`config.mk`:
```
export PLATFORM = sky130hd
export DESIGN_NAME = spot_radius_statistics
export DESIGN_NICKNAME = d
export VERILOG_FILES = /design/src/rtl/srs_pkg.sv /design/src/rtl/srs_divider.sv /design/src/rtl/srs_sqrt.sv /design/src/rtl/srs_datapath.sv /design/src/rtl/srs_ctrl.sv /design/src/rtl/spot_radius_statistics.sv
export SDC_FILE = /design/constraint.sdc
export NUM_CORES = 2
export LEC_CHECK = 0
export ABC_AREA = 0
export BUFFER_PORTS_ARGS = -buffer_cell sky130_fd_sc_hd__buf_2
export CAP_MARGIN = 20
export CORE_MARGIN = 2
export CORE_UTILIZATION = 29
export CTS_BUF_LIST = sky130_fd_sc_hd__clkbuf_4 sky130_fd_sc_hd__clkbuf_8
export CTS_CLUSTER_DIAMETER = 150
export DETAILED_ROUTE_END_ITERATION = 8
export GPL_TIMING_DRIVEN = 0
export PLACE_DENSITY = 0.43
export SLEW_MARGIN = 20
export SYNTH_ARGS = -nofsm -noshare
export SYNTH_HDL_FRONTEND = slang
export SYNTH_HIERARCHICAL = 1
export SYNTH_SLANG_ARGS = --single-unit
```
`constraint.sdc`:
```
create_clock -name aclk -period 13.3 [get_ports aclk]
set_input_delay 1.995 -clock aclk [delete_from_list [all_inputs] [get_ports aclk]]
set_output_delay 1.995 -clock aclk [all_outputs]
set_load 0.03 [all_outputs]
```
`src/rtl/srs_pkg.sv`:
```
package srs_pkg;

    // Field widths
    localparam int COORD_W    = 24;
    localparam int DIFF_W     = 25;
    localparam int RADIUS_W   = 25;
    localparam int INT_W      = 16;
    localparam int ISUM_W     = 28;
    localparam int D2_W       = 50;
    localparam int ROOT_W     = 25;
    localparam int CNT_PORT_W = 13;
    localparam int CFG_W      = 25;
    localparam int CFG_IDX_W  = 2;

    // Default ray limit per spot
    localparam int MAX_RAYS_DEF = 4096;

    // Configuration register indexes
    typedef enum logic [CFG_IDX_W-1:0] {
        CFG_CENTROID_X = 2'd0,
        CFG_CENTROID_Y = 2'd1,
        CFG_CENTROID_Z = 2'd2,
        CFG_ENCIRCLE_R = 2'd3
    } cfg_index_t;

    // Multiplier operand select
    typedef enum logic [1:0] {
        MUL_X,
        MUL_Y,
        MUL_Z,
        MUL_R
    } mul_src_t;

    // Controller states
    typedef enum logic [3:0] {
        ST_IDLE,
        ST_SQ_X,
        ST_SQ_Y,
        ST_SQ_Z,
        ST_SQ_R,
        ST_UPDATE,
        ST_DIV_START,
        ST_DIV_WAIT,
        ST_ROOT_MAX_START,
        ST_ROOT_MAX_WAIT,
        ST_ROOT_MEAN_START,
        ST_ROOT_MEAN_WAIT,
        ST_EMIT
    } ctrl_state_t;

    // Controller to datapath commands
    typedef struct packed {
        logic     load;
        logic     mul_en;
        mul_src_t mul_sel;
        logic     d2_load;
        logic     d2_add;
        logic     update;
        logic     div_start;
        logic     sqrt_start;
        logic     sqrt_sel_mean;
        logic     cap_max;
        logic     out_load;
    } srs_cmd_t;

    // Datapath to controller status
    typedef struct packed {
        logic last;
        logic div_done;
        logic sqrt_done;
        logic out_free;
    } srs_status_t;

endpackage

```
`src/rtl/srs_divider.sv`:
```
module srs_divider #(
    parameter int DIVIDEND_W = 63,
    parameter int DIVISOR_W  = 13
) (
    input  logic                  aclk,
    input  logic                  aresetn,
    input  logic                  start,
    input  logic [DIVIDEND_W-1:0] dividend,
    input  logic [DIVISOR_W-1:0]  divisor,
    output logic                  done,
    output logic [DIVIDEND_W-1:0] quotient
);

    localparam int CNT_W = (DIVIDEND_W > 1) ? $clog2(DIVIDEND_W) : 1;

    logic                  busy_reg, busy_next;
    logic                  done_reg, done_next;
    logic [CNT_W-1:0]      cnt_reg, cnt_next;
    logic [DIVIDEND_W-1:0] quot_reg, quot_next;
    logic [DIVISOR_W-1:0]  rem_reg, rem_next;
    logic [DIVISOR_W-1:0]  dsr_reg, dsr_next;
    logic [DIVISOR_W:0]    trial;

    // One quotient bit per cycle, restoring
    always_comb begin
        busy_next = busy_reg;
        done_next = 1'b0;
        cnt_next  = cnt_reg;
        quot_next = quot_reg;
        rem_next  = rem_reg;
        dsr_next  = dsr_reg;
        trial     = {rem_reg, quot_reg[DIVIDEND_W-1]};
        if (start) begin
            busy_next = 1'b1;
            cnt_next  = '0;
            quot_next = dividend;
            rem_next  = '0;
            dsr_next  = divisor;
        end else if (busy_reg) begin
            if (trial >= {1'b0, dsr_reg}) begin
                rem_next  = DIVISOR_W'(trial - {1'b0, dsr_reg});
                quot_next = {quot_reg[DIVIDEND_W-2:0], 1'b1};
            end else begin
                rem_next  = trial[DIVISOR_W-1:0];
                quot_next = {quot_reg[DIVIDEND_W-2:0], 1'b0};
            end
            if (cnt_reg == CNT_W'(DIVIDEND_W - 1)) begin
                busy_next = 1'b0;
                done_next = 1'b1;
            end else begin
                cnt_next = CNT_W'(cnt_reg + 1'b1);
            end
        end
    end

    always_ff @(posedge aclk) begin
        if (!aresetn) begin
            busy_reg <= 1'b0;
            done_reg <= 1'b0;
            cnt_reg  <= '0;
        end else begin
            busy_reg <= busy_next;
            done_reg <= done_next;
            cnt_reg  <= cnt_next;
        end
        quot_reg <= quot_next;
        rem_reg  <= rem_next;
        dsr_reg  <= dsr_next;
    end

    assign done     = done_reg;
    assign quotient = quot_reg;

endmodule

```
`src/rtl/srs_sqrt.sv`:
```
module srs_sqrt #(
    parameter int N_W = 50
) (
    input  logic               aclk,
    input  logic               aresetn,
    input  logic               start,
    input  logic [N_W-1:0]     radicand,
    output logic               done,
    output logic [N_W/2-1:0]   root
);

    localparam int R_W   = N_W / 2;
    localparam int REM_W = R_W + 3;
    localparam int CNT_W = (R_W > 1) ? $clog2(R_W) : 1;

    logic             busy_reg, busy_next;
    logic             done_reg, done_next;
    logic [CNT_W-1:0] cnt_reg, cnt_next;
    logic [N_W-1:0]   n_reg, n_next;
    logic [REM_W-1:0] rem_reg, rem_next;
    logic [R_W-1:0]   root_reg, root_next;
    logic [R_W-1:0]   res_reg, res_next;
    logic [REM_W-1:0] rem_sh;
    logic [REM_W-1:0] trial;

    // Two radicand bits per step, round to nearest on the final step
    always_comb begin
        busy_next = busy_reg;
        done_next = 1'b0;
        cnt_next  = cnt_reg;
        n_next    = n_reg;
        rem_next  = rem_reg;
        root_next = root_reg;
        res_next  = res_reg;
        rem_sh    = {rem_reg[REM_W-3:0], n_reg[N_W-1:N_W-2]};
        trial     = REM_W'({root_reg, 2'b01});
        if (start) begin
            busy_next = 1'b1;
            cnt_next  = '0;
            n_next    = radicand;
            rem_next  = '0;
            root_next = '0;
        end else if (busy_reg) begin
            n_next = {n_reg[N_W-3:0], 2'b00};
            if (rem_sh >= trial) begin
                rem_next  = REM_W'(rem_sh - trial);
                root_next = {root_reg[R_W-2:0], 1'b1};
            end else begin
                rem_next  = rem_sh;
                root_next = {root_reg[R_W-2:0], 1'b0};
            end
            if (cnt_reg == CNT_W'(R_W - 1)) begin
                busy_next = 1'b0;
                done_next = 1'b1;
                // remainder is n - r*r; bump when it exceeds r
                if (rem_next > REM_W'(root_next)) begin
                    res_next = R_W'(root_next + 1'b1);
                end else begin
                    res_next = root_next;
                end
            end else begin
                cnt_next = CNT_W'(cnt_reg + 1'b1);
            end
        end
    end

    always_ff @(posedge aclk) begin
        if (!aresetn) begin
            busy_reg <= 1'b0;
            done_reg <= 1'b0;
            cnt_reg  <= '0;
        end else begin
            busy_reg <= busy_next;
            done_reg <= done_next;
            cnt_reg  <= cnt_next;
        end
        n_reg    <= n_next;
        rem_reg  <= rem_next;
        root_reg <= root_next;
        res_reg  <= res_next;
    end

    assign done = done_reg;
    assign root = res_reg;

endmodule

```
`src/rtl/srs_datapath.sv`:
```
module srs_datapath #(
    parameter int MAX_RAYS = srs_pkg::MAX_RAYS_DEF
) (
    input  logic                                aclk,
    input  logic                                aresetn,
    input  logic                                cfg_wr_en,
    input  logic [srs_pkg::CFG_IDX_W-1:0]       cfg_index,
    input  logic [srs_pkg::CFG_W-1:0]           cfg_data,
    input  logic signed [srs_pkg::COORD_W-1:0]  s_point_x,
    input  logic signed [srs_pkg::COORD_W-1:0]  s_point_y,
    input  logic signed [srs_pkg::COORD_W-1:0]  s_point_z,
    input  logic [srs_pkg::INT_W-1:0]           s_ray_intensity,
    input  logic                                s_last_ray,
    input  srs_pkg::srs_cmd_t                   cmd,
    output srs_pkg::srs_status_t                status,
    input  logic                                m_ready,
    output logic                                m_valid,
    output logic [srs_pkg::ROOT_W-1:0]          m_max_radius,
    output logic [srs_pkg::ROOT_W-1:0]          m_rms_radius,
    output logic [srs_pkg::ISUM_W-1:0]          m_total_intensity,
    output logic [srs_pkg::ISUM_W-1:0]          m_encircled_intensity,
    output logic [srs_pkg::CNT_PORT_W-1:0]      m_ray_count,
    output logic                                m_count_overflow
);

    import srs_pkg::*;

    localparam int CNT_W = $clog2(MAX_RAYS + 1);
    localparam int SUM_W = D2_W + CNT_W;

    // Configuration
    logic signed [COORD_W-1:0] cx_reg, cy_reg, cz_reg;
    logic [RADIUS_W-1:0]       radius_reg;

    // Captured request
    logic signed [DIFF_W-1:0]  dx_reg, dy_reg, dz_reg;
    logic [INT_W-1:0]          inten_reg;
    logic                      last_reg;

    // Squared distance datapath
    logic signed [DIFF_W:0]    mul_a;
    logic signed [2*DIFF_W+1:0] mul_full;
    logic [D2_W-1:0]           prod_reg;
    logic [D2_W-1:0]           d2_reg, d2_next;

    // Accumulators
    logic [D2_W-1:0]           max_sq_reg, max_sq_next;
    logic [SUM_W-1:0]          sum_sq_reg, sum_sq_next;
    logic [ISUM_W-1:0]         isum_reg, isum_next;
    logic [ISUM_W-1:0]         esum_reg, esum_next;
    logic [CNT_W-1:0]          rays_reg, rays_next;
    logic                      ovf_reg, ovf_next;

    // Finish units
    logic                      div_done;
    logic [SUM_W-1:0]          quot;
    logic [D2_W-1:0]           mean_sq;
    logic [D2_W-1:0]           sqrt_in;
    logic                      sqrt_done;
    logic [ROOT_W-1:0]         sqrt_root;
    logic [ROOT_W-1:0]         root_max_reg;

    // Output register
    logic                      m_valid_reg, m_valid_next;
    logic [ROOT_W-1:0]         max_r_reg, rms_r_reg;
    logic [ISUM_W-1:0]         tot_reg, enc_reg;
    logic [CNT_PORT_W-1:0]     cnt_out_reg;
    logic                      ovf_out_reg;

    // Config writes
    always_ff @(posedge aclk) begin
        if (!aresetn) begin
            cx_reg     <= '0;
            cy_reg     <= '0;
            cz_reg     <= '0;
            radius_reg <= '0;
        end else if (cfg_wr_en) begin
            unique case (cfg_index_t'(cfg_index))
                CFG_CENTROID_X: cx_reg     <= cfg_data[COORD_W-1:0];
                CFG_CENTROID_Y: cy_reg     <= cfg_data[COORD_W-1:0];
                CFG_CENTROID_Z: cz_reg     <= cfg_data[COORD_W-1:0];
                CFG_ENCIRCLE_R: radius_reg <= cfg_data[RADIUS_W-1:0];
                default: ;
            endcase
        end
    end

    // Capture request, take coordinate differences against the centroid
    always_ff @(posedge aclk) begin
        if (cmd.load) begin
            dx_reg    <= DIFF_W'(s_point_x) - DIFF_W'(cx_reg);
            dy_reg    <= DIFF_W'(s_point_y) - DIFF_W'(cy_reg);
            dz_reg    <= DIFF_W'(s_point_z) - DIFF_W'(cz_reg);
            inten_reg <= s_ray_intensity;
            last_reg  <= s_last_ray;
        end
    end

    // Shared squarer: dx, dy, dz, then the encircle radius
    always_comb begin
        unique case (cmd.mul_sel)
            MUL_X:   mul_a = (DIFF_W+1)'(dx_reg);
            MUL_Y:   mul_a = (DIFF_W+1)'(dy_reg);
            MUL_Z:   mul_a = (DIFF_W+1)'(dz_reg);
            MUL_R:   mul_a = $signed({1'b0, radius_reg});
            default: mul_a = '0;
        endcase
        mul_full = mul_a * mul_a;
    end

    always_ff @(posedge aclk) begin
        if (cmd.mul_en) begin
            prod_reg <= mul_full[D2_W-1:0];
        end
        d2_reg <= d2_next;
    end

    always_comb begin
        d2_next = d2_reg;
        if (cmd.d2_load) begin
            d2_next = prod_reg;
        end else if (cmd.d2_add) begin
            d2_next = D2_W'(d2_reg + prod_reg);
        end
    end

    // Accumulator update; prod_reg holds radius squared at this point
    always_comb begin
        max_sq_next = max_sq_reg;
        sum_sq_next = sum_sq_reg;
        isum_next   = isum_reg;
        esum_next   = esum_reg;
        rays_next   = rays_reg;
        ovf_next    = ovf_reg;
        if (cmd.out_load) begin
            max_sq_next = '0;
            sum_sq_next = '0;
            isum_next   = '0;
            esum_next   = '0;
            rays_next   = '0;
            ovf_next    = 1'b0;
        end else if (cmd.update) begin
            if (rays_reg >= CNT_W'(MAX_RAYS)) begin
                // spot full: ray only flags overflow
                ovf_next = 1'b1;
            end else begin
                if (d2_reg > max_sq_reg) begin
                    max_sq_next = d2_reg;
                end
                sum_sq_next = SUM_W'(sum_sq_reg + SUM_W'(d2_reg));
                isum_next   = ISUM_W'(isum_reg + ISUM_W'(inten_reg));
                if (d2_reg <= prod_reg) begin
                    esum_next = ISUM_W'(esum_reg + ISUM_W'(inten_reg));
                end
                rays_next = CNT_W'(rays_reg + 1'b1);
            end
        end
    end

    always_ff @(posedge aclk) begin
        if (!aresetn) begin
            max_sq_reg <= '0;
            sum_sq_reg <= '0;
            isum_reg   <= '0;
            esum_reg   <= '0;
            rays_reg   <= '0;
            ovf_reg    <= 1'b0;
        end else begin
            max_sq_reg <= max_sq_next;
            sum_sq_reg <= sum_sq_next;
            isum_reg   <= isum_next;
            esum_reg   <= esum_next;
            rays_reg   <= rays_next;
            ovf_reg    <= ovf_next;
        end
    end

    // Mean square and roots
    srs_divider #(
        .DIVIDEND_W (SUM_W),
        .DIVISOR_W  (CNT_W)
    ) u_div (
        .aclk     (aclk),
        .aresetn  (aresetn),
        .start    (cmd.div_start),
        .dividend (sum_sq_reg),
        .divisor  (rays_reg),
        .done     (div_done),
        .quotient (quot)
    );

    // quotient never exceeds the largest squared distance
    assign mean_sq = (rays_reg == '0) ? '0 : quot[D2_W-1:0];
    assign sqrt_in = cmd.sqrt_sel_mean ? mean_sq : max_sq_reg;

    srs_sqrt #(
        .N_W (D2_W)
    ) u_sqrt (
        .aclk     (aclk),
        .aresetn  (aresetn),
        .start    (cmd.sqrt_start),
        .radicand (sqrt_in),
        .done     (sqrt_done),
        .root     (sqrt_root)
    );

    always_ff @(posedge aclk) begin
        if (cmd.cap_max) begin
            root_max_reg <= sqrt_root;
        end
    end

    // Output register
    always_comb begin
        m_valid_next = m_valid_reg;
        if (cmd.out_load) begin
            m_valid_next = 1'b1;
        end else if (m_ready) begin
            m_valid_next = 1'b0;
        end
    end

    always_ff @(posedge aclk) begin
        if (!aresetn) begin
            m_valid_reg <= 1'b0;
        end else begin
            m_valid_reg <= m_valid_next;
        end
        if (cmd.out_load) begin
            max_r_reg   <= root_max_reg;
            rms_r_reg   <= sqrt_root;
            tot_reg     <= isum_reg;
            enc_reg     <= esum_reg;
            cnt_out_reg <= CNT_PORT_W'(rays_reg);
            ovf_out_reg <= ovf_reg;
        end
    end

    assign status.last      = last_reg;
    assign status.div_done  = div_done;
    assign status.sqrt_done = sqrt_done;
    assign status.out_free  = !m_valid_reg || m_ready;

    assign m_valid               = m_valid_reg;
    assign m_max_radius          = max_r_reg;
    assign m_rms_radius          = rms_r_reg;
    assign m_total_intensity     = tot_reg;
    assign m_encircled_intensity = enc_reg;
    assign m_ray_count           = cnt_out_reg;
    assign m_count_overflow      = ovf_out_reg;

`ifndef SYNTHESIS
    a_rays_bounded: assert property (@(posedge aclk) disable iff (!aresetn)
        rays_reg <= CNT_W'(MAX_RAYS))
        else $error("ray count above limit");

    a_ovf_full: assert property (@(posedge aclk) disable iff (!aresetn)
        ovf_reg |-> (rays_reg == CNT_W'(MAX_RAYS)))
        else $error("overflow flagged before spot full");

    a_emit_clears: assert property (@(posedge aclk) disable iff (!aresetn)
        cmd.out_load |=> (m_valid_reg && rays_reg == '0 && !ovf_reg))
        else $error("emit did not load output and clear accumulators");

    a_div_nonzero: assert property (@(posedge aclk) disable iff (!aresetn)
        cmd.div_start |-> (rays_reg != '0))
        else $error("divide started with empty spot");
`endif

endmodule

```
`src/rtl/srs_ctrl.sv`:
```
module srs_ctrl (
    input  logic                 aclk,
    input  logic                 aresetn,
    input  logic                 s_valid,
    output logic                 s_ready,
    input  srs_pkg::srs_status_t status,
    output srs_pkg::srs_cmd_t    cmd
);

    import srs_pkg::*;

    ctrl_state_t state_reg, state_next;

    always_ff @(posedge aclk) begin
        if (!aresetn) begin
            state_reg <= ST_IDLE;
        end else begin
            state_reg <= state_next;
        end
    end

    // Next state
    always_comb begin
        state_next = state_reg;
        unique case (state_reg)
            ST_IDLE:            if (s_valid) state_next = ST_SQ_X;
            ST_SQ_X:            state_next = ST_SQ_Y;
            ST_SQ_Y:            state_next = ST_SQ_Z;
            ST_SQ_Z:            state_next = ST_SQ_R;
            ST_SQ_R:            state_next = ST_UPDATE;
            ST_UPDATE:          state_next = status.last ? ST_DIV_START : ST_IDLE;
            ST_DIV_START:       state_next = ST_DIV_WAIT;
            ST_DIV_WAIT:        if (status.div_done) state_next = ST_ROOT_MAX_START;
            ST_ROOT_MAX_START:  state_next = ST_ROOT_MAX_WAIT;
            ST_ROOT_MAX_WAIT:   if (status.sqrt_done) state_next = ST_ROOT_MEAN_START;
            ST_ROOT_MEAN_START: state_next = ST_ROOT_MEAN_WAIT;
            ST_ROOT_MEAN_WAIT:  if (status.sqrt_done) state_next = ST_EMIT;
            ST_EMIT:            if (status.out_free) state_next = ST_IDLE;
            default:            state_next = ST_IDLE;
        endcase
    end

    // Outputs
    always_comb begin
        cmd     = '0;
        s_ready = 1'b0;
        unique case (state_reg)
            ST_IDLE: begin
                s_ready  = 1'b1;
                cmd.load = s_valid;
            end
            ST_SQ_X: begin
                cmd.mul_en  = 1'b1;
                cmd.mul_sel = MUL_X;
            end
            ST_SQ_Y: begin
                cmd.mul_en  = 1'b1;
                cmd.mul_sel = MUL_Y;
                cmd.d2_load = 1'b1;
            end
            ST_SQ_Z: begin
                cmd.mul_en  = 1'b1;
                cmd.mul_sel = MUL_Z;
                cmd.d2_add  = 1'b1;
            end
            ST_SQ_R: begin
                cmd.mul_en  = 1'b1;
                cmd.mul_sel = MUL_R;
                cmd.d2_add  = 1'b1;
            end
            ST_UPDATE:          cmd.update = 1'b1;
            ST_DIV_START:       cmd.div_start = 1'b1;
            ST_DIV_WAIT:        ;
            ST_ROOT_MAX_START:  cmd.sqrt_start = 1'b1;
            ST_ROOT_MAX_WAIT:   cmd.cap_max = status.sqrt_done;
            ST_ROOT_MEAN_START: begin
                cmd.sqrt_start    = 1'b1;
                cmd.sqrt_sel_mean = 1'b1;
            end
            ST_ROOT_MEAN_WAIT:  cmd.sqrt_sel_mean = 1'b1;
            ST_EMIT:            cmd.out_load = status.out_free;
            default: ;
        endcase
    end

endmodule

```
`src/rtl/spot_radius_statistics.sv`:
```
// Channel   Dir  Handshake          Payload
// s_        in   s_valid/s_ready    point_x/y/z, ray_intensity, last_ray
// m_        out  m_valid/m_ready    max/rms radius, intensities, ray_count, overflow
// cfg_      in   cfg_wr_en          cfg_index, cfg_data (no wait, no read-back)
//
// Each ray goes through accept, four passes through the one shared
// squarer (dx, dy, dz, radius), then the accumulator update.
// A last ray adds the finish: a bit-serial divide (one cycle per bit of the
// 63-bit square sum at default MAX_RAYS) and two 25-step roots.
// Reset is synchronous, active low; it clears config and accumulators.
// A result waits in the output register; the next spot's rays are taken
// meanwhile, and only the next finish stalls until that result is taken.
module spot_radius_statistics #(
    parameter int MAX_RAYS = srs_pkg::MAX_RAYS_DEF
) (
    input  logic                                aclk,
    input  logic                                aresetn,
    input  logic                                cfg_wr_en,
    input  logic [srs_pkg::CFG_IDX_W-1:0]       cfg_index,
    input  logic [srs_pkg::CFG_W-1:0]           cfg_data,
    input  logic                                s_valid,
    output logic                                s_ready,
    input  logic signed [srs_pkg::COORD_W-1:0]  s_point_x,
    input  logic signed [srs_pkg::COORD_W-1:0]  s_point_y,
    input  logic signed [srs_pkg::COORD_W-1:0]  s_point_z,
    input  logic [srs_pkg::INT_W-1:0]           s_ray_intensity,
    input  logic                                s_last_ray,
    output logic                                m_valid,
    input  logic                                m_ready,
    output logic [srs_pkg::ROOT_W-1:0]          m_max_radius,
    output logic [srs_pkg::ROOT_W-1:0]          m_rms_radius,
    output logic [srs_pkg::ISUM_W-1:0]          m_total_intensity,
    output logic [srs_pkg::ISUM_W-1:0]          m_encircled_intensity,
    output logic [srs_pkg::CNT_PORT_W-1:0]      m_ray_count,
    output logic                                m_count_overflow
);

    import srs_pkg::*;

    srs_cmd_t    cmd;
    srs_status_t status;

    // Sequencer
    srs_ctrl u_ctrl (
        .aclk    (aclk),
        .aresetn (aresetn),
        .s_valid (s_valid),
        .s_ready (s_ready),
        .status  (status),
        .cmd     (cmd)
    );

    // Arithmetic, accumulators, output register
    srs_datapath #(
        .MAX_RAYS (MAX_RAYS)
    ) u_dp (
        .aclk                  (aclk),
        .aresetn               (aresetn),
        .cfg_wr_en             (cfg_wr_en),
        .cfg_index             (cfg_index),
        .cfg_data              (cfg_data),
        .s_point_x             (s_point_x),
        .s_point_y             (s_point_y),
        .s_point_z             (s_point_z),
        .s_ray_intensity       (s_ray_intensity),
        .s_last_ray            (s_last_ray),
        .cmd                   (cmd),
        .status                (status),
        .m_ready               (m_ready),
        .m_valid               (m_valid),
        .m_max_radius          (m_max_radius),
        .m_rms_radius          (m_rms_radius),
        .m_total_intensity     (m_total_intensity),
        .m_encircled_intensity (m_encircled_intensity),
        .m_ray_count           (m_ray_count),
        .m_count_overflow      (m_count_overflow)
    );

endmodule
```
# == Yosys cells after proc, flatten, opt, wreduce, memory -nomap -nowiden ==
# Index checks and enable logic that the tools add are counted.
# totals
regBits,852
latchBits,0
ram_bits,0
romBits,0
in_bits,121
output_inout_bits,122
mem_count,0
# op_classes
n_addsub,13
mul,1
div,0
n_lt_le_gt_ge,6
n_eq_ne,25
shift,0
muxes,46
bitwise,7
reduce_logical,30
# op_table
operator,n
50-bit two-way mux,6
63-bit two-way mux,2
26-bit case mux with 4 select lines,1
28-bit two-way mux,3
25-bit two-way mux,3
24-bit by 24-bit subtractor with 25-bit output,3
63-bit by 50-bit adder with 63-bit output,1
28-bit by 16-bit adder with 28-bit output,2
4-bit case mux with 13 select lines,1
50-bit adder,1
50-bit > comparator,1
50-bit less-or-equal comparator,1
26-bit by 26-bit multiplier with 50-bit output,1
28-bit by 27-bit >= comparator with 1-bit output,1
28-bit by 25-bit > comparator with 1-bit output,1
28-bit by 27-bit subtractor with 28-bit output,1
25-bit by 1-bit adder with 25-bit output (second input constant),1
1-bit two-way mux,22
4-bit == test (second input constant),5
4-bit two-way mux,5
4-bit by 3-bit == test with 1-bit output (second input constant),4
2-bit AND reduction,8
14-bit by 13-bit >= comparator with 1-bit output,1
13-bit by 1-bit adder with 13-bit output (second input constant),1
other kinds (26),52

# == Depth between registers and ports, before layout ==
# depth
word_depth,6
depth_mapped,41
mapped_depth_nobuf,34

# == Modules after synthesis ==
# Netlist, hierarchy kept.
# by_module_without_submodules
module,instances,cells_per_inst,area_each_um2,seq_area_each_um2
srs_datapath,1,6172,57091.0,15715.1
srs_sqrt,1,765,7863.8,3413.3
srs_divider,1,352,4733.3,2702.6
srs_ctrl,1,61,456.7,80.1

# == Worst setup path before layout ==
# No wires, ideal clock.
# synth_path
kind,flip-flop to flip-flop
startpoint,register u_ctrl.state_reg[0]
endpoint,"register u_dp.prod_reg[49], data pin"
setup_time_ns,0.266
t_arrival_ns,9.158
required_ns,13.034
setup_slack_ns,3.876
stages_incl_launch_ff,39
path_buffers,7
period_less_slack_ns,9.424
path_cell_list,dfxtp_1 > buf_6 > buf_2 > nor2_1 > nand2_1 > a21oi_1 > buf_4 > clkbuf_1 > buf_1 > clkbuf_1 > mux2_2 > o21a_1 > inv_1 > buf_1 > nor2_1 > fa_1 > inv_1 > fa_1 > (+3 left out) > fa_1 > inv_1 > fa_1 > fa_1 > inv_1 > fa_1 > inv_1 > ha_1 > a21o_1 > a21o_1 > a211o_1 > a21o_1 > a21oi_1 > o32a_1 > o31a_1 > o41ai_2 > mux2i_1 > nand4_1
# synth_lines
item,line,rtl
"start, declared",srs_ctrl.sv:12,"ctrl_state_t state_reg, state_next;"
"start signal, assigned",srs_ctrl.sv:18,state_reg <= state_next;
"end signal, assigned",srs_datapath.sv:113,prod_reg <= mul_full[D2_W-1:0];
"end, declared",srs_datapath.sv:43,logic [D2_W-1:0] prod_reg;

==> summary.md <==
The flow ran to the end, and the final reports show no timing, DRC or antenna violations. The final net count came out at 9,055. The worst register-to-register path ends at u_dp/prod_reg[49]$_DFFE_PP_. In this run the number of cells on the critical path is 39.

Area overhead of the layout relative to synthesis: 13.16%. The average vias per placed instance works out to 4.807. The number of max-slew violations in the final report is 0. The mean instance size in the synthesized netlist is 9.544 um2, and the CTS buffer count is 161.

Once detail routing completed, the nets flagged for antenna violations numbered 0. The count of unique library cells instantiated by Yosys came out at 101. The startpoint of the worst register-to-register path was u_ctrl/state_reg[0]$_SDFFE_PN0P_. The number of synthesized flops with an enable pin was 487.

The die covers 245,800 um2. Cells with a size suffix above 1 make up 10.21% of the layout. The share of the cycle needed by the critical path after routing came out at 95.98%. The tools report the first-pass GRT wire length as 335,700 um. At the worst endpoint, the arrival time is 13,300 ps.

The tools report the overflow left after global routing as 0. The setup check on the worst reg-to-reg path leaves a slack of 540 ps. The number of buffers inserted by port buffering was 242. The total of warnings raised by yosys was 6; the maximum count of clock buffers along a single path was 3. Measured against the total synthesized area, the mux share comes to 4.622%. Setup repair after global routing left no endpoint under its margin.

The actual slew at the worst max-slew pin works out to 1196 ps. When the netlist entered floorplanning its net count stood at 8,634. The height of the die was 495.8 um; the synthesized netlist cell count was 7,350.

Sequential elements use 31.24% of the synthesized area. The path category of the worst min-delay check is reg -> reg. The logs give 7 for the initial antenna violation count and 0.07834 GHz for the peak clock frequency supported by timing. The time the worst path needs with I/O delays and setup is 12,760 ps, and the depth of the worst register-to-register path is 39. Summing the areas of all and, or, nand and nor instances in the mapped netlist gives 12.75% of the synthesized area. The number of global-route vias before repair was 54,980; the number of synthesized register bits was 851.

The clock-pin slew on the worst setup and hold paths is 60 ps. The maximum fanout along the worst path was 10. The worst setup path is launched from a flip-flop. The total number of vias was 53,350; the xor and xnor fraction of the mapped netlist area was 3.808%. The global routing usage summed across all routing layers was 17.99%. At the worst endpoint, the required time is 13,840 ps. The setup-violating endpoint count in the final report is 0, and the async set-reset flop share out of synthesis is 0%.

In this run the worst setup path terminates at u_dp/prod_reg[49]$_DFFE_PP_. Together, buffers and inverters on the worst path number 14. Area fraction in compound gates after synthesis: 12.14%. Dividing the detail-routed wire length by the instance count gives 20.06 um. The tools report the cell chosen for the clock root as sky130_fd_sc_hd__clkbuf_8. TritonCTS built the clock tree. In this run the worst setup path begins at u_ctrl/state_reg[0]$_SDFFE_PN0P_. Routability-driven placement finished with a final weighted congestion of 0.8931. The wire-length estimate of the detail-placed layout is 180,000 um. The maximum single-stage delay on the critical path is 850 ps. The slowest stage of the critical path is the sky130_fd_sc_hd__buf_1 cell. On the critical path the largest part of the delay comes from adder cells. The run gives 0 as the final number of hold-violating endpoints. The largest family of logic cells by synthesized area is adder cells. Hold is met by 410.2 ps. The number of DRC violations after detailed routing came out at 0.

Final core utilization: 33.00%. In the synthesized netlist the dominant register cell turns out to be sky130_fd_sc_hd__edfxtp_1. Endpoint type of the worst setup path: a flip-flop. The worst-case clock skew came out at 83.48 ps. The die is 495.8 um wide. The floorplan step defined a core boundary enclosing 240,500 um2. Setup total negative slack on the finished layout was measured at 0 ps. The post-CTS repair timing setup buffer count is 0, and the number of clock sinks is 851. The clock latency reported for the late side of the worst-skew pair was 960 ps.

The starting DRC count in detailed routing was 3,359; the adder-cell area share of the yosys netlist was 27.71%. Measured against its own limit, the worst slew margin works out to 20.30%. The worst setup path is of the reg -> reg kind. After detailed routing, the total wire length is 222,600 um. Before antenna repair, the detailed router went through 5 iterations. Row generation in the floorplan step produced 180 rows. The area of the mapped netlist is 70,140 um2. In this run the count of I/O pins placed on the die edge is 243. Entering global routing, the biggest net connects 51 pins. The tools report the initial standard-cell utilization of the core as 29.16%. Max-cap violations in this run came to 0.

The count of H-tree levels built during CTS was 4.
[routing by layer]
metal  up-vias  global-route usage (%)  share of wire (%)
li1      25360                       -                  -
met1     26320                   23.90                 45
met2      1357                   29.67                 47
met3       320                   3.387                5.5
met4         0                   5.302                2.8
met5         -                       0                  0
[through the flow]
stage          worst slack [ps]  instances  instance area [um2]
2_1_floorplan              3876       7350                70140
3_3_place_gp             -446.5      10780                75340
3_5_place_dp             -505.4      10800                75770
4_1_cts                   34.21      11100                79350
5_1_grt                   69.65      11100                79370
6_report                  535.1      11100                79370
[layout make-up]
class / count / area, um2
tap: 3185 / 3985
buffer: 276 / 1144
fill: 25060 / 161200
sequential: 851 / 21910
inverter: 1138 / 4275
antenna: 5 / 12.51
timing repair buffer: 264 / 1558
clock buffer: 230 / 2865
clock inverter: 72 / 732.0
multi-input combinational: 5079 / 42890
[synth_stat cells (all sizes together) (10+ instances only)]
master	n	area, um2
nor3	90	450.4
clkbuf	216	810.8
xor2	88	770.7
inv	1135	4260
or3	30	187.7
o31ai	30	230.2
a21oi	363	1828
o21bai	55	416.7
nor4	30	251.5
o211ai	26	195.2
nand3	97	490.5
nand2	890	3343
a31oi	30	217.7
o2111ai	10	100.1
a211oi	40	300.3
fa	651	13030
or2	20	125.1
nor3b	18	140.1
or4	23	176.4
and2	27	168.9
xnor2	217	1901
buf	66	337.8
a311oi	11	131.4
nor2b	41	256.5
a21o	133	998.5
edfxtp	487	14620
o21a	64	480.5
nand4	73	456.7
mux2	148	1670
o21ai	319	1597
mux2i	157	1572
nor2	511	1921
a21boi	113	848.3
ha	512	6406
nand2b	57	356.6
dfxtp	364	7287
and3	41	261.5
[worst min path at each step]
stage | start | endpoint | slack (ps) | cells after the start
CTS | u_dp/root_max_reg[11]$_DFFE_PP_ | u_dp/m_max_radius[11]$_DFFE_PP_ | 410 | 0
floorplan | u_dp/root_max_reg[0]$_DFFE_PP_ | u_dp/m_max_radius[0]$_DFFE_PP_ | 400 | 0
detailed placement | u_dp/root_max_reg[14]$_DFFE_PP_ | u_dp/m_max_radius[14]$_DFFE_PP_ | 400 | 0
global placement | u_dp/root_max_reg[10]$_DFFE_PP_ | u_dp/m_max_radius[10]$_DFFE_PP_ | 400 | 0
global route | u_dp/root_max_reg[15]$_DFFE_PP_ | u_dp/m_max_radius[15]$_DFFE_PP_ | 430 | 0
finish | u_dp/root_max_reg[11]$_DFFE_PP_ | u_dp/m_max_radius[11]$_DFFE_PP_ | 410 | 0
[layout by cell type (no fill, tap or decap), types with 24 or more instances in the layout]
cell,netlist,final
sky130_fd_sc_hd__nor4_1,24,24
sky130_fd_sc_hd__buf_2,24,267
sky130_fd_sc_hd__inv_1,1133,1133
sky130_fd_sc_hd__o21bai_1,54,54
sky130_fd_sc_hd__nand4_1,73,73
sky130_fd_sc_hd__clkinv_1,3,35
sky130_fd_sc_hd__xnor2_1,217,217
sky130_fd_sc_hd__mux2_2,147,147
sky130_fd_sc_hd__clkbuf_4,0,48
sky130_fd_sc_hd__nand3_1,96,96
sky130_fd_sc_hd__or3_1,30,30
sky130_fd_sc_hd__ha_1,512,512
sky130_fd_sc_hd__o21ai_1,38,40
sky130_fd_sc_hd__o21ai_0,281,277
sky130_fd_sc_hd__nor2b_1,41,41
sky130_fd_sc_hd__edfxtp_1,487,487
sky130_fd_sc_hd__and2_1,26,25
sky130_fd_sc_hd__fa_1,651,651
sky130_fd_sc_hd__nand2_1,889,888
sky130_fd_sc_hd__o31ai_1,29,29
sky130_fd_sc_hd__clkbuf_1,216,202
sky130_fd_sc_hd__dfxtp_1,364,364
sky130_fd_sc_hd__a21o_1,133,133
sky130_fd_sc_hd__a211oi_1,40,40
sky130_fd_sc_hd__and3_1,40,40
sky130_fd_sc_hd__o21a_1,64,63
sky130_fd_sc_hd__a21oi_1,360,360
sky130_fd_sc_hd__mux2i_1,157,157
sky130_fd_sc_hd__o211ai_1,26,26
sky130_fd_sc_hd__clkbuf_8,0,182
sky130_fd_sc_hd__buf_1,30,28
sky130_fd_sc_hd__a31oi_1,28,26
sky130_fd_sc_hd__xor2_1,88,88
sky130_fd_sc_hd__a21boi_0,111,111
sky130_fd_sc_hd__nor3_1,90,89
sky130_fd_sc_hd__nor2_1,510,508
sky130_fd_sc_hd__nand2b_1,57,57
[logic make-up after synthesis]
family          count (synthesis)
simple gates                 1989
buf+inv                      1420
mux                           305
xor+xnor                      305
compound gates               1317
flops                         851
fa+ha+maj                    1163
[repair_timing]
action | CTS | global route
gates resized for setup | 2 | 13
endpoints found under the setup margin | 10 | 9
hold buffers | 0 | 0
Power is not shown: default switching activity piles up to over one toggle a cycle in this logic, so the estimate is an artifact.
